--- src/sv/tfr_pkg.sv ---
// Shared types and constants for the TLV8 fragment reassembler.
// No dependencies; every other file of the block uses this package.
package tfr_pkg;

  localparam int unsigned BYTE_W   = 8;
  localparam int unsigned LEN_W    = 16;
  localparam int unsigned CFG_W    = 16;
  localparam int unsigned QDEPTH   = 4;
  localparam int unsigned QPTR_W   = $clog2(QDEPTH);
  localparam int unsigned QCNT_W   = $clog2(QDEPTH + 1);
  localparam logic [LEN_W-1:0] CAPACITY_RESET = 16'hFFFF;
  localparam logic [BYTE_W-1:0] TARGET_RESET  = 8'h00;

  typedef enum logic [0:0] {
    REG_TARGET_TYPE = 1'b0,
    REG_CAPACITY    = 1'b1
  } cfg_reg_t;

  typedef enum logic [1:0] {
    PH_TYPE  = 2'd0,
    PH_LEN   = 2'd1,
    PH_VALUE = 2'd2
  } phase_t;

  // One classified byte handed from the parser to the counting stage.
  typedef struct packed {
    logic              copy_ok;   // value byte inside the copy run
    logic [BYTE_W-1:0] data;
    logic              elem_end;  // this byte completes an element
    logic              last;      // final byte of the buffer
    logic              perr;      // buffer ended inside an element
  } cmd_t;

  // Status the parser shows the counting stage for capacity writes.
  typedef struct packed {
    logic run_started;
  } front_status_t;

endpackage

--- src/sv/tfr_if.sv ---
// Stream interfaces for the TLV8 fragment reassembler ports.
// Depends on tfr_pkg for field widths.
interface tfr_in_if;
  logic                       valid;
  logic                       ready;
  logic [tfr_pkg::BYTE_W-1:0] data_byte;
  logic                       last_in_buffer;

  modport source (output valid, data_byte, last_in_buffer, input ready);
  modport sink   (input valid, data_byte, last_in_buffer, output ready);
endinterface

interface tfr_out_if;
  logic                       valid;
  logic                       ready;
  logic                       data_valid;
  logic [tfr_pkg::BYTE_W-1:0] out_byte;
  logic                       done_res;
  logic [tfr_pkg::LEN_W-1:0]  copied_length;
  logic                       parse_error;

  modport source (output valid, data_valid, out_byte, done_res, copied_length,
                  parse_error, input ready);
  modport sink   (input valid, data_valid, out_byte, done_res, copied_length,
                  parse_error, output ready);
endinterface

--- src/sv/tfr_front.sv ---
// Parser front end: tracks the TLV8 element phase and the copy run, and
// classifies each accepted byte into a command. Depends on tfr_pkg.
module tfr_front (
  input  logic                       clk,
  input  logic                       rst,
  input  logic                       in_valid,
  input  logic [tfr_pkg::BYTE_W-1:0] in_byte,
  input  logic                       in_last,
  input  logic                       accept,
  input  logic                       target_we,
  input  logic [tfr_pkg::BYTE_W-1:0] target_data,
  output tfr_pkg::cmd_t              cmd,
  output logic                       cmd_push,
  output tfr_pkg::front_status_t     status
);

  tfr_pkg::phase_t            phase, phase_next;
  logic [tfr_pkg::BYTE_W-1:0] target_type;
  logic [tfr_pkg::BYTE_W-1:0] value_bytes_left, value_bytes_left_next;
  logic                       copying, copying_next;
  logic                       stopped, stopped_next;
  logic                       elem_end;
  logic                       type_match;

  assign type_match = (in_byte == target_type);

  always_comb begin
    unique case (phase)
      tfr_pkg::PH_TYPE:  phase_next = tfr_pkg::PH_LEN;
      tfr_pkg::PH_LEN:   phase_next = (in_byte == '0) ? tfr_pkg::PH_TYPE : tfr_pkg::PH_VALUE;
      tfr_pkg::PH_VALUE: phase_next = (value_bytes_left == 8'd1) ? tfr_pkg::PH_TYPE
                                                                  : tfr_pkg::PH_VALUE;
      default:           phase_next = tfr_pkg::PH_TYPE;
    endcase
  end

  always_comb begin
    copying_next          = copying;
    stopped_next          = stopped;
    value_bytes_left_next = value_bytes_left;
    elem_end              = 1'b0;
    unique case (phase)
      tfr_pkg::PH_TYPE: begin
        if (!stopped) begin
          if (!copying) begin
            copying_next = type_match;
          end else if (!type_match) begin
            copying_next = 1'b0;
            stopped_next = 1'b1;
          end
        end
      end
      tfr_pkg::PH_LEN: begin
        value_bytes_left_next = in_byte;
        elem_end              = (in_byte == '0);
      end
      tfr_pkg::PH_VALUE: begin
        value_bytes_left_next = value_bytes_left - 8'd1;
        elem_end              = (value_bytes_left == 8'd1);
      end
      default: ;
    endcase
  end

  always_comb begin
    cmd.copy_ok  = (phase == tfr_pkg::PH_VALUE) && copying && !stopped;
    cmd.data     = in_byte;
    cmd.elem_end = elem_end;
    cmd.last     = in_last;
    cmd.perr     = (phase_next != tfr_pkg::PH_TYPE);
    // Type bytes and opening length bytes change no count; unless last in the buffer, they are dropped here.
    cmd_push     = in_valid && accept && (cmd.copy_ok || elem_end || in_last);
    status.run_started = copying || stopped;
  end

  always_ff @(posedge clk) begin
    if (rst) begin
      phase            <= tfr_pkg::PH_TYPE;
      value_bytes_left <= '0;
      copying          <= 1'b0;
      stopped          <= 1'b0;
      target_type      <= tfr_pkg::TARGET_RESET;
    end else begin
      if (target_we) begin
        target_type <= target_data;
      end
      if (in_valid && accept) begin
        if (in_last) begin
          phase            <= tfr_pkg::PH_TYPE;
          value_bytes_left <= '0;
          copying          <= 1'b0;
          stopped          <= 1'b0;
        end else begin
          phase            <= phase_next;
          value_bytes_left <= value_bytes_left_next;
          copying          <= copying_next;
          stopped          <= stopped_next;
        end
      end
    end
  end

endmodule

--- src/sv/tfr_queue.sv ---
// Short command queue between the parser and the counting stage.
// Depends on tfr_pkg for the command type and depth.
module tfr_queue (
  input  logic          clk,
  input  logic          rst,
  input  logic          push,
  input  tfr_pkg::cmd_t push_cmd,
  output logic          full,
  input  logic          pop,
  output tfr_pkg::cmd_t head_cmd,
  output logic          head_valid
);

  tfr_pkg::cmd_t              entries [tfr_pkg::QDEPTH];
  logic [tfr_pkg::QPTR_W-1:0] wr_ptr, rd_ptr;
  logic [tfr_pkg::QCNT_W-1:0] count;
  logic                       do_push, do_pop;

  assign full       = (count == tfr_pkg::QCNT_W'(tfr_pkg::QDEPTH));
  assign head_valid = (count != '0);
  assign head_cmd   = entries[rd_ptr];
  assign do_push    = push && !full;
  assign do_pop     = pop && head_valid;

  always_ff @(posedge clk) begin
    if (do_push) begin
      entries[wr_ptr] <= push_cmd;
    end
  end

  always_ff @(posedge clk) begin
    if (rst) begin
      wr_ptr <= '0;
      rd_ptr <= '0;
      count  <= '0;
    end else begin
      if (do_push) begin
        wr_ptr <= wr_ptr + 1'b1;
      end
      if (do_pop) begin
        rd_ptr <= rd_ptr + 1'b1;
      end
      case ({do_push, do_pop})
        2'b10:   count <= count + 1'b1;
        2'b01:   count <= count - 1'b1;
        default: count <= count;
      endcase
    end
  end

endmodule

--- src/sv/tfr_back.sv ---
// Counting back end: applies the capacity limit, keeps the committed length
// and drives the registered result. Depends on tfr_pkg and tfr_out_if.
module tfr_back (
  input  logic                      clk,
  input  logic                      rst,
  input  tfr_pkg::cmd_t             cmd,
  input  logic                      cmd_valid,
  output logic                      cmd_pop,
  input  tfr_pkg::front_status_t    status,
  input  logic                      cap_we,
  input  logic [tfr_pkg::LEN_W-1:0] cap_data,
  tfr_out_if.source                 out_stream
);

  logic [tfr_pkg::LEN_W-1:0] capacity;
  logic [tfr_pkg::LEN_W-1:0] capacity_left;
  logic [tfr_pkg::LEN_W-1:0] committed_length, committed_next;
  logic [tfr_pkg::LEN_W-1:0] element_copied, element_copied_next;
  logic                      pass_byte;
  logic                      has_result;
  logic                      slot_free;

  assign pass_byte           = cmd.copy_ok && (capacity_left != '0);
  assign element_copied_next = element_copied + tfr_pkg::LEN_W'(pass_byte);
  assign committed_next      = cmd.elem_end ? committed_length + element_copied_next
                                            : committed_length;
  assign has_result          = pass_byte || cmd.last;
  assign slot_free           = !out_stream.valid || out_stream.ready;
  // A command without a result retires even while the output slot is full.
  assign cmd_pop             = cmd_valid && (!has_result || slot_free);

  always_ff @(posedge clk) begin
    if (rst) begin
      capacity         <= tfr_pkg::CAPACITY_RESET;
      capacity_left    <= tfr_pkg::CAPACITY_RESET;
      committed_length <= '0;
      element_copied   <= '0;
    end else begin
      if (cmd_pop) begin
        if (cmd.last) begin
          committed_length <= '0;
          element_copied   <= '0;
        end else begin
          committed_length <= committed_next;
          element_copied   <= cmd.elem_end ? '0 : element_copied_next;
        end
      end
      if (cap_we) begin
        capacity <= cap_data;
      end
      if (cap_we && !status.run_started) begin
        capacity_left <= cap_data;
      end else if (cmd_pop && cmd.last) begin
        capacity_left <= capacity;
      end else if (cmd_pop && pass_byte) begin
        capacity_left <= capacity_left - 1'b1;
      end
    end
  end

  always_ff @(posedge clk) begin
    if (rst) begin
      out_stream.valid <= 1'b0;
    end else if (slot_free) begin
      out_stream.valid <= cmd_valid && has_result;
    end
  end

  always_ff @(posedge clk) begin
    if (slot_free && cmd_valid && has_result) begin
      out_stream.data_valid    <= pass_byte;
      out_stream.out_byte      <= pass_byte ? cmd.data : '0;
      out_stream.done_res      <= cmd.last;
      out_stream.copied_length <= cmd.last ? committed_next : '0;
      out_stream.parse_error   <= cmd.last && cmd.perr;
    end
  end

endmodule

--- src/sv/tlv8_fragment_reassembler.sv ---
// Top level of the TLV8 fragment reassembler: parser, command queue and
// counting stage. Depends on tfr_pkg, tfr_if, tfr_front, tfr_queue, tfr_back.
//
// Reassembles the value bytes of consecutive TLV8 elements of type target_type
// from a byte stream, up to capacity bytes per buffer, and reports the length
// copied from complete elements on the buffer's last byte (parse_error set when
// the buffer ends inside an element). The block takes one byte per clock while
// the four-entry command queue has room; results leave via the registered output.
// The counting stage drains one command per clock while the output register is
// free or being taken, and commands with no result even while it is full. Only
// value bytes of the copy run, element ends and buffer ends produce commands.
// Configuration writes go straight to the registers: target_type applies at the
// next type byte, capacity at once if the current buffer has not reached its copy
// run, else next buffer.
module tlv8_fragment_reassembler (
  input  logic                      clk,
  input  logic                      rst,
  tfr_in_if.sink                    in_stream,
  tfr_out_if.source                 out_stream,
  input  logic                      cfg_we,
  input  logic [0:0]                cfg_index,
  input  logic [tfr_pkg::CFG_W-1:0] cfg_data
);

  tfr_pkg::cmd_t          push_cmd, head_cmd;
  tfr_pkg::front_status_t status;
  logic                   push, full, pop, head_valid;
  logic                   target_we, cap_we;

  assign target_we       = cfg_we && (cfg_index == tfr_pkg::REG_TARGET_TYPE);
  assign cap_we          = cfg_we && (cfg_index == tfr_pkg::REG_CAPACITY);
  assign in_stream.ready = !full;

  tfr_front u_front (
    .clk         (clk),
    .rst         (rst),
    .in_valid    (in_stream.valid),
    .in_byte     (in_stream.data_byte),
    .in_last     (in_stream.last_in_buffer),
    .accept      (!full),
    .target_we   (target_we),
    .target_data (cfg_data[tfr_pkg::BYTE_W-1:0]),
    .cmd         (push_cmd),
    .cmd_push    (push),
    .status      (status)
  );

  tfr_queue u_queue (
    .clk        (clk),
    .rst        (rst),
    .push       (push),
    .push_cmd   (push_cmd),
    .full       (full),
    .pop        (pop),
    .head_cmd   (head_cmd),
    .head_valid (head_valid)
  );

  tfr_back u_back (
    .clk        (clk),
    .rst        (rst),
    .cmd        (head_cmd),
    .cmd_valid  (head_valid),
    .cmd_pop    (pop),
    .status     (status),
    .cap_we     (cap_we),
    .cap_data   (cfg_data[tfr_pkg::LEN_W-1:0]),
    .out_stream (out_stream)
  );

endmodule

--- src/flat_wrapper.sv ---
// flat-port wrapper written by rule: the top's interface ports become plain ports
module tlv8_fragment_reassembler_flat 
  (clk, rst, cfg_we, cfg_index, cfg_data, in_stream_valid, in_stream_data_byte, in_stream_last_in_buffer, in_stream_ready, out_stream_valid, out_stream_data_valid, out_stream_out_byte, out_stream_done_res, out_stream_copied_length, out_stream_parse_error, out_stream_ready);
  tfr_in_if in_stream_i ();
  tfr_out_if out_stream_i ();
  input  logic clk;
  input  logic rst;
  input  logic cfg_we;
  input  logic [0:0] cfg_index;
  input  logic [tfr_pkg::CFG_W-1:0] cfg_data;
  input wire logic [$bits(in_stream_i.valid)-1:0] in_stream_valid;
  input wire logic [$bits(in_stream_i.data_byte)-1:0] in_stream_data_byte;
  input wire logic [$bits(in_stream_i.last_in_buffer)-1:0] in_stream_last_in_buffer;
  output wire logic [$bits(in_stream_i.ready)-1:0] in_stream_ready;
  output wire logic [$bits(out_stream_i.valid)-1:0] out_stream_valid;
  output wire logic [$bits(out_stream_i.data_valid)-1:0] out_stream_data_valid;
  output wire logic [$bits(out_stream_i.out_byte)-1:0] out_stream_out_byte;
  output wire logic [$bits(out_stream_i.done_res)-1:0] out_stream_done_res;
  output wire logic [$bits(out_stream_i.copied_length)-1:0] out_stream_copied_length;
  output wire logic [$bits(out_stream_i.parse_error)-1:0] out_stream_parse_error;
  input wire logic [$bits(out_stream_i.ready)-1:0] out_stream_ready;
  assign in_stream_i.valid = in_stream_valid;
  assign in_stream_i.data_byte = in_stream_data_byte;
  assign in_stream_i.last_in_buffer = in_stream_last_in_buffer;
  assign in_stream_ready = in_stream_i.ready;
  assign out_stream_valid = out_stream_i.valid;
  assign out_stream_data_valid = out_stream_i.data_valid;
  assign out_stream_out_byte = out_stream_i.out_byte;
  assign out_stream_done_res = out_stream_i.done_res;
  assign out_stream_copied_length = out_stream_i.copied_length;
  assign out_stream_parse_error = out_stream_i.parse_error;
  assign out_stream_i.ready = out_stream_ready;
  tlv8_fragment_reassembler u_core (.clk(clk), .rst(rst), .in_stream(in_stream_i), .out_stream(out_stream_i), .cfg_we(cfg_we), .cfg_index(cfg_index), .cfg_data(cfg_data));
endmodule
--- config.mk ---
export PLATFORM = sky130hd
export DESIGN_NAME = tlv8_fragment_reassembler_flat
export DESIGN_NICKNAME = d
export VERILOG_FILES = /design/src/sv/tfr_pkg.sv /design/src/sv/tfr_if.sv /design/src/sv/tfr_front.sv /design/src/sv/tfr_queue.sv /design/src/sv/tfr_back.sv /design/src/sv/tlv8_fragment_reassembler.sv /design/src/flat_wrapper.sv
export SDC_FILE = /design/constraint.sdc
export NUM_CORES = 1
export LEC_CHECK = 0
export BUFFER_PORTS_ARGS = -buffer_cell sky130_fd_sc_hd__buf_2
export CORE_MARGIN = 4
export CORE_UTILIZATION = 54
export CTS_CLUSTER_SIZE = 8
export DETAILED_ROUTE_END_ITERATION = 10
export GPL_ROUTABILITY_DRIVEN = 0
export PLACE_DENSITY = 0.71
export SYNTH_ARGS = -nofsm -noshare
export SYNTH_HDL_FRONTEND = slang
export SYNTH_HIERARCHICAL = 1
export SYNTH_SLANG_ARGS = --single-unit
--- constraint.sdc ---
create_clock -name clk -period 5.1 [get_ports clk]
set_clock_uncertainty 0.05 [all_clocks]
set_input_delay 1.02 -clock clk [delete_from_list [all_inputs] [get_ports clk]]
set_output_delay 1.02 -clock clk [all_outputs]
set_load 0.01 [all_outputs]
## Word-level counts from Yosys, hierarchy flattened

Memories as Yosys holds them, arrays and structs flattened. A register that Yosys moved wholly into a read port is not among the register bits.
Index checks and enable logic that the tools add are counted.

- Bits in registers: 119
- RAM bits: 48
- Output and inout port bits: 29
- Word-level logic and storage cells: 105
- Memories kept: 1

- Add/subtract/negate cells: 8
- Equality and inequality tests: 8
- Muxes and demuxes: 29
- Bitwise operators: 1
- Reductions and logical operators: 40

Memory list:

| memory | words | width | rd ports | clocked after memory_dff | wr ports | RTL line | source |
|---|---|---|---|---|---|---|---|
| u_core.u_queue.entries | 4 | 12 | 1 | 1 | 1 | tfr_queue.sv:14 | `tfr_pkg::cmd_t entries [tfr_pkg::QDEPTH];` |

Operator list:

| kind | count |
|---|---|
| 16-bit two-way mux | 7 |
| 1-bit logical AND | 17 |
| 16-bit by 1-bit adder with 16-bit output | 1 |
| 16-bit adder | 1 |
| 8-bit one-hot mux with 2 select lines | 1 |
| 16-bit nonzero test | 1 |
| 16-bit by 1-bit subtractor with 16-bit output, second input constant | 1 |
| 1-bit two-way mux | 12 |
| 2-bit two-way mux | 5 |
| 3-bit nonzero test | 3 |
| 8-bit by 1-bit == test with 1-bit output, second input constant | 1 |
| 8-bit == test | 1 |
| 8-bit logical NOT | 1 |
| 8-bit two-way mux | 1 |
| 8-bit by 1-bit subtractor with 8-bit output, second input constant | 1 |
| 1-bit logical OR | 6 |
| 2-bit one-hot mux with 3 select lines | 1 |
| 3-bit one-hot mux with 2 select lines | 1 |
| 2-bit nonzero test | 3 |
| 1-bit logical NOT | 5 |
| 2-bit by 1-bit adder with 2-bit output, second input constant | 2 |
| 2-bit by 1-bit == test with 1-bit output, second input constant | 2 |
| 2-bit == test, second input constant | 2 |
| 2-bit AND reduction | 2 |
| other kinds (8) | 8 |

## Longest topological paths before layout

Gate-level depths: netlist of the first run.

- Depth in word-level cells: 10
- Gate-level depth with buffers: 20
- Gate-level depth less buffers: 18

## Hierarchy

The synthesis of the first run kept the hierarchy.

By module, submodules not included:

| module | instances | cells an instance | area an instance (um^2) |
|---|---|---|---|
| tfr_back | 1 | 580 | 5109.9 |
| tfr_queue | 1 | 114 | 2207.1 |
| tfr_front | 1 | 159 | 1368.8 |
| tlv8_fragment_reassembler | 1 | 3 | 20.0 |

## Worst setup path after synthesis of the first run

No wires, ideal clock.

- Path type: register to register
- From: register u_core/u_back/capacity_left[5] (netlist bit)
- To: register u_core.u_back.out_stream.copied_length[13], data pin
- Setup time: 0.261 ns
- Arrival time: 4.113 ns
- Data required time: 4.789 ns
- Slack: 0.676 ns
- Stages on the path, launching flop included: 19
- Buffers on the path: 3
- Path through: dfxtp_1 -> or4_1 -> buf_2 -> or4_4 -> buf_6 -> and2_1 -> ha_1 -> nand4_1 -> nor3_1 -> nand2_1 -> xnor2_1 -> ha_1 -> clkbuf_1 -> a21o_1 -> a21o_1 -> a21oi_1 -> o21ai_0 -> nor4b_1 -> a311o_1

- Word-level cells in the longest chain between the ends: 5

Ends and longest elaborated chain:

| item | RTL line | source |
|---|---|---|
| start: declaration | tfr_back.sv:16 | `logic [tfr_pkg::LEN_W-1:0] capacity_left;` |
| start signal: assignment | tfr_back.sv:35 | `capacity_left <= tfr_pkg::CAPACITY_RESET;` |
| start signal: assignment | tfr_back.sv:52 | `capacity_left <= cap_data;` |
| start signal: assignment | tfr_back.sv:54 | `capacity_left <= capacity;` |
| 16-bit nonzero test | tfr_back.sv:23 | `assign pass_byte = cmd.copy_ok && (capacity_left != '0);` |
| 1-bit logical AND | tfr_back.sv:23 |  |
| via u_core.u_back.pass_byte | tfr_back.sv:19 | `logic pass_byte;` |
| 16-bit by 1-bit adder with 16-bit output | tfr_back.sv:24 | `assign element_copied_next = element_copied + tfr_pkg::LEN_W'(pass_byte);` |
| 16-bit adder | tfr_back.sv:25 | `assign committed_next = cmd.elem_end ? committed_length + element_copied_next` |
| 16-bit two-way mux | tfr_back.sv:25 |  |
| end signal: assignment | tfr_back.sv:74 | `out_stream.copied_length <= cmd.last ? committed_next : '0;` |
| end: declaration | tfr_if.sv:22 | `modport source (output valid, data_valid, out_byte, done_res, copied_length,` |

The timed path passes the listed nets, and every way through them passes these cells.
A chain may end at the register's enable or synchronous reset.

## Worst setup path in the final report of the first run

- From: register u_core/u_back/capacity_left[0] (netlist bit)
- To: register u_core.u_back.out_stream.copied_length[13], data pin

Same word-level chain as after synthesis.

==> reports/summary.txt, run 1 <==
Slew HR: 29.0%
vias: 6,491
Pleak: 3.60 nW
post_cts resized: 0
Post-CTS Repair Setup Buffers: 0
via density per instance: 5.82
Die W: 135 um
worst path arrival time: 4810 ps
die area: 0.0182 mm^2
Data required, critical path: 5220 ps
most common cell after layout, fill and taps aside: dfxtp_1
placed insts: 1,083
Async SR Flop Fraction: 0%
Final setup viols: 0
H-Tree Depth: 4
core area: 0.0158 mm^2
CTS tree: done
Clk Latency, worst-skew pair: 430 ps
number of global-route vias before repair: 6,091
initial antenna violation count: 0
GRT overflow: 0
register bit total from synthesis: 169
critical path startpoint category: flop
PortBufs: 59
global-route wire length before repair: 30,700 um
WL/cell: 16.4 um
# DRC: 0
GR Util All Layers: 21.0%
status: finished, final reports clean
Seq/Total Area, Yosys: 47.5%
share of layout cells above drive strength 1: 14.7%
CTS hold repair buffers: 0
Final TNS setup: 0 ps
drt total wl: 18,300 um
initial core utilization: 55.0%
largest net degree at the start of global routing: 66
Pins Over Slew Limit: 0
Yosys cell types: 81
# IOs: 60
synthesized area per cell: 10.2 um^2
unrepaired setup endpoints after global routing: no
Max-cap violations: 0
commonest non-fill, non-tap cells in the layout: dfxtp_1, nor2_1, edfxtp_1
CTS clk-pin slew, worst paths: 70 ps
Mapped Area: 0.00871 mm^2
Hold Path Class: flop to flop
FP Rows: 46
Synth Net Count: 918
hpwl dp: 12,500 um
root buffer cell: clkbuf_16
Pre-antenna DRT Iters: 5
Synth warnings: 6
fin cells: 1,115
Main synth FF type: dfxtp_1
Cells after Synth: 856
P per Cell Area: 420 mW/mm^2
clock buffer count from CTS: 17
Max VDD drop: 298 uV
Tightest Pin Transition: 1060 ps
Crit Path Class: flop to flop
number of flops mapped to enable cells by yosys: 75
# diodes: 0
fin crit period: 4690 ps
Hold Vio Cnt, Final: 0
Die Span Y: 135 um
Crit Path Max Fanout: 12
Layout Nets: 948
fin crit share: 91.9%
Clock Path Buffers: 2
f_max: 213 MHz
Iter 0 DRT Violations: 380
CP Capture Type: flop
Area Overhead vs Synth: 10.4%
post-route ant nets: 0
Clock Sinks: 169
==> synthesized netlist by cell type, drive strengths merged, types with 17 or more instances <==
cell type / count / share of area (%)
dfxtp: 94 / 22
nor2: 79 / 3.6
edfxtp: 75 / 26
o21ai: 55 / 3.2
nand2: 51 / 2.2
a21oi: 48 / 2.9
inv: 45 / 1.9
xnor2: 36 / 3.6
buf: 29 / 2.1
ha: 29 / 4.2
mux2i: 26 / 3.0
clkbuf: 23 / 0.99
nand3: 21 / 1.2
nor3: 18 / 1.0
a31oi: 17 / 1.2
==> logic make-up after synthesis <==
family,synth area share [%]
buffers and inverters,5.16
flip-flops,47.5
multiplexers,6.35
AND/OR/NAND/NOR,15.4
AO/OA/AOI/OAI,15.8
adder cells (fa/ha/maj),4.63
XOR/XNOR,5.13
==> metrics by stage <==
step                area, um^2  hold WS, ps  utilization, %  setup WS (ps)  power, W
floorplan                 8710          376               -            676   0.00251
global placement          9030          389            57.1            523   0.00280
detailed placement        9030          397            57.1            436   0.00281
CTS                       9620          406            60.8            429   0.00408
global route              9620          437            60.8           45.5   0.00427
finish                    9620          401            60.8            415   0.00404
==> worst max-delay path: stages (launching register included) <==
cell     delay [ps]
dfxtp_1         350
inv_1            70
ha_1            210
or3b_2          460
or4_4           620
and2_1          270
ha_1            210
nand4_1         210
nor3_1          170
nand2_1         110
xnor2_1         160
ha_1            370
a21o_1          220
a21o_1          170
a21oi_1         120
o21ai_0         160
nor4b_1         180
a311o_1         330
==> sequential cells by signal (all words and copies together) (netlist names), named ones only <==
signal and count:
u_core/u_queue/wr_ptr 2, u_core/u_back/capacity 16, u_core/u_queue/entries 48, u_core/u_back/out_stream.out_byte 8
u_core/u_front/copying 1, u_core/u_back/out_stream.done_res 1, u_core/u_front/value_bytes_left 8, u_core/u_front/target_type 8
u_core/u_back/out_stream.valid 1, u_core/u_queue/rd_ptr 2, u_core/u_back/committed_length 16, u_core/u_back/element_copied 16
u_core/u_back/capacity_left 16, u_core/u_back/out_stream.copied_length 16, u_core/u_queue/count 3, u_core/u_front/phase 2
u_core/u_back/out_stream.data_valid 1, u_core/u_back/out_stream.parse_error 1, u_core/u_front/stopped 1
==> power by group <==
group	switching [W]	leakage (nW)	internal, W
logic	0.000649	1.86	0.000366
registers	0.000110	1.46	0.00165
clock network	0.000568	0.273	0.000693
total	0.00133	3.60	0.00271
==> per-layer routing <==
metal,GRT usage [%],part of all wire [%],vias up
met5,0,0,-
met4,8.12,2.0,0
met3,4.43,5.4,27
met2,32.3,46,155
met1,29.2,47,3121
li1,-,-,3188
==> layout make-up <==
type | instances | area, um^2
fillers | 1317 | 6210
flip-flops and latches | 169 | 4130
multi-input cells | 587 | 4120
clock buffers | 18 | 429
repair buffers | 63 | 325
well taps | 216 | 270
inverters | 48 | 180
clock inverters | 14 | 154
==> final timing paths <==
path                                       start                                    endpoint  slack, ps  cells past startpoint
hold reg to reg       u_core/u_back/capacity[13]                  u_core/u_back/capacity[13]        400                      2
setup reg to reg  u_core/u_back/capacity_left[0]  u_core/u_back/out_stream.copied_length[13]        410                     17
setup / recovery  u_core/u_back/capacity_left[0]  u_core/u_back/out_stream.copied_length[13]        410                     17
hold / removal        u_core/u_back/capacity[13]                  u_core/u_back/capacity[13]        400                      2
Power figures use the tool's default switching activity.
==> run 2, diff against run 1 <==
--- a/config.mk
+++ b/config.mk
@@ -5,6 +5,7 @@
 export SDC_FILE = /design/constraint.sdc
 export NUM_CORES = 1
 export LEC_CHECK = 0
+export ABC_AREA = 1
 export BUFFER_PORTS_ARGS = -buffer_cell sky130_fd_sc_hd__buf_2
 export CORE_MARGIN = 4
 export CORE_UTILIZATION = 54
==> run 2 against run 1 <==
Power rose by 13%. Count of clock-buffer cells in the layout did not move. Flip-flop and latch count did not move. Hold slack improved by 4.9 ps. Via count rose by 13%. Critical path type unchanged.
==> reports/summary.txt, run 2 <==
Yosys cell types: 43
Sequential Power Share: 40.2%
WHS Path Cells: 2
Crit path largest cell delay: 640 ps
Critical Path Slowest Stage Cell: dfxtp_1
Cells after Synth: 1,138
Max-cap violations: 0
critical path startpoint category: flop
top cell type by total area after synthesis: edfxtp_1
most common cell after layout, fill and taps aside: nand2_1
Clock Sinks: 169
commonest non-fill, non-tap cells in the layout: nand2_1, nor2_1, inv_1
multi-input logic area: 0.00411 mm^2
Pleak: 4.32 nW
Synth warnings: 6
f_max: 249 MHz
Power Total: 0.00457 W
Clock Path Buffers: 2
H-Tree Depth: 4
Seq/Total Area, Yosys: 45.9%
placed insts: 1,382
Top reg by flops: u_core/u_queue/entries
top-count cell post-synth: nand2_1
Async SR Flop Fraction: 0%
worst path cell trace: o21ai_0 -> o22ai_1 -> nand2_4 -> inv_1 -> ha_1 -> nand3_1 -> nor2_1 -> nand3_1 -> or2_1 -> nor2_1 -> xor2_1 -> ha_1 -> nand2_1 -> inv_1 -> a21oi_1 -> nand2_1 -> a21oi_1 -> inv_1 -> nand2_1 -> nand3_1 -> nand2_1 -> nor2_1
Pint: 0.00280 W
# diodes: 0
proportion of power drawn by the clock network: 26.9%
Area Overhead vs Synth: 10.8%
drt total wl: 20,100 um
Pre-antenna DRT Iters: 5
PortBufs: 59
Largest register FFs: 48
FP Rows: 46
CTS clk-pin slew, worst paths: 70 ps
die area: 0.0188 mm^2
Main synth FF type: dfxtp_1
# DRC: 0
Tightest Pin Transition: 1180 ps
Crit Path Max Fanout: 16
CP Capture Type: flop
Final TNS setup: 0 ps
largest net degree at the start of global routing: 42
GRT overflow: 0
initial core utilization: 55.9%
fillers: 1,459
post_cts resized: 0
number of flops mapped to enable cells by yosys: 75
switching power: 0.00177 W
Mapped Area: 0.00901 mm^2
Hold Path Class: flop to flop
Layout Nets: 1,247
Crit Path Class: flop to flop
share of layout cells above drive strength 1: 13.3%
register bit total from synthesis: 169
Top cell by count, worst path: nand2_1
hold slack: 406 ps
fin crit share: 78.8%
WL/cell: 14.2 um
vias: 7,352
Clk Latency, worst-skew pair: 430 ps
# IOs: 60
Hold Vio Cnt, Final: 0
CTS hold repair buffers: 0
post-synth top area share: 25.0%
P per Cell Area: 458 mW/mm^2
fin cells: 1,414
synthesized area per cell: 7.92 um^2
Die W: 137 um
Max VDD drop: 274 uV
fin crit period: 4020 ps
clock buffer count from CTS: 17
initial antenna violation count: 1
global-route wire length before repair: 32,800 um
Die Span Y: 137 um
core area: 0.0161 mm^2
post-route ant nets: 0
via density per instance: 5.20
Pins Over Slew Limit: 0
register area: 0.00413 mm^2
Final setup viols: 0
Data required, critical path: 5220 ps
Slew HR: 20.8%
Synth top cells by count: nand2_1, nor2_1, inv_1, dfxtp_1, a21oi_1
Area contributors post-synth: edfxtp_1, dfxtp_1, nand2_1, nor2_1, inv_1
GR Util All Layers: 22.3%
Post-CTS Repair Setup Buffers: 0
sw frac: 38.7%
Synth Net Count: 1,200
Iter 0 DRT Violations: 597
reg2reg path depth: 22
number of global-route vias before repair: 6,859
hpwl dp: 14,100 um
unrepaired setup endpoints after global routing: no
Comb power frac: 32.9%
status: finished, final reports clean
worst path arrival time: 4140 ps
root buffer cell: clkbuf_16
CTS tree: done
run 2: cell count changes after synthesis, moves of 15 or more:
cell,before,now
nor2_1,75,153
nand3_2,0,16
mux2i_1,26,0
a22o_1,15,0
nand3_1,21,71
a31oi_1,17,1
a21oi_1,47,79
xnor2_1,36,15
inv_1,42,129
nand2_1,51,246
run 2: metal layers:
layer | track usage (%) | wire [um] | vias up
li1 | - | - | 3796
met1 | 29.8 | 9320 | 3338
met2 | 36.1 | 9380 | 187
met3 | 4.52 | 1050 | 29
met4 | 7.71 | 325 | 2
met5 | 0 | 12 | -
run 2: cell families (layout without fill, tap and decap cells):
kind of cell	Yosys count	count (layout)	share of synthesized area [%]
xor gates and xnor gates	35	35	3.40
AOI/OAI and AO/OA	198	198	12.3
buffers and inverters	180	240	8.49
and+or+nand+nor	525	525	25.5
adders and majority gates	31	31	4.47
DFF	169	169	45.9
run 2: final cells by class:
class | instances | area share, %
Clock buffer | 18 | 4.30
Clock inverter | 14 | 1.33
Inverter | 136 | 5.12
Multi-Input combinational cell | 789 | 41.2
Sequential cell | 169 | 41.4
Tap cell | 216 | 2.71
Timing Repair Buffer | 72 | 3.94
run 2: final timing paths:
| check | from | to | slack, ps |
|---|---|---|---|
| setup / recovery | flop | u_core/u_back/out_stream.copied_length[15] | 1080 |
| hold / removal | u_core/u_back/capacity[2] | u_core/u_back/capacity[2] | 410 |
| setup reg to reg | flop | u_core/u_back/out_stream.copied_length[15] | 1080 |
| hold reg to reg | u_core/u_back/capacity[2] | u_core/u_back/capacity[2] | 410 |
run 2: stage by stage:
stage | utilization (%) | instance area, um^2 | setup WS (ps)
floorplan | - | 9010 | 1710
global placement | 58.4 | 9420 | 1220
detailed placement | 58.4 | 9420 | 1070
CTS | 61.9 | 9980 | 1090
global route | 61.9 | 9980 | 608
finish | 61.9 | 9980 | 1080
run 2: critical path, delay by kind of cell (launching register included):
family | cells | cell delay [ps]
xor+xnor | 1 | 200
buf+inv | 3 | 230
compound gates | 4 | 780
simple gates | 12 | 1380
flops | 1 | 640
fa+ha+maj | 2 | 480
run 2: power groups by stage:
stage | Clock (W) | Sequential (W) | Combinational (W)
after floorplan | 0 | 0.00189 | 0.00106
after CTS | 0.00125 | 0.00184 | 0.00152
after global placement | 0 | 0.00186 | 0.00149
after global routing | 0.00132 | 0.00186 | 0.00169
final | 0.00123 | 0.00184 | 0.00150
after detailed placement | 0 | 0.00187 | 0.00150
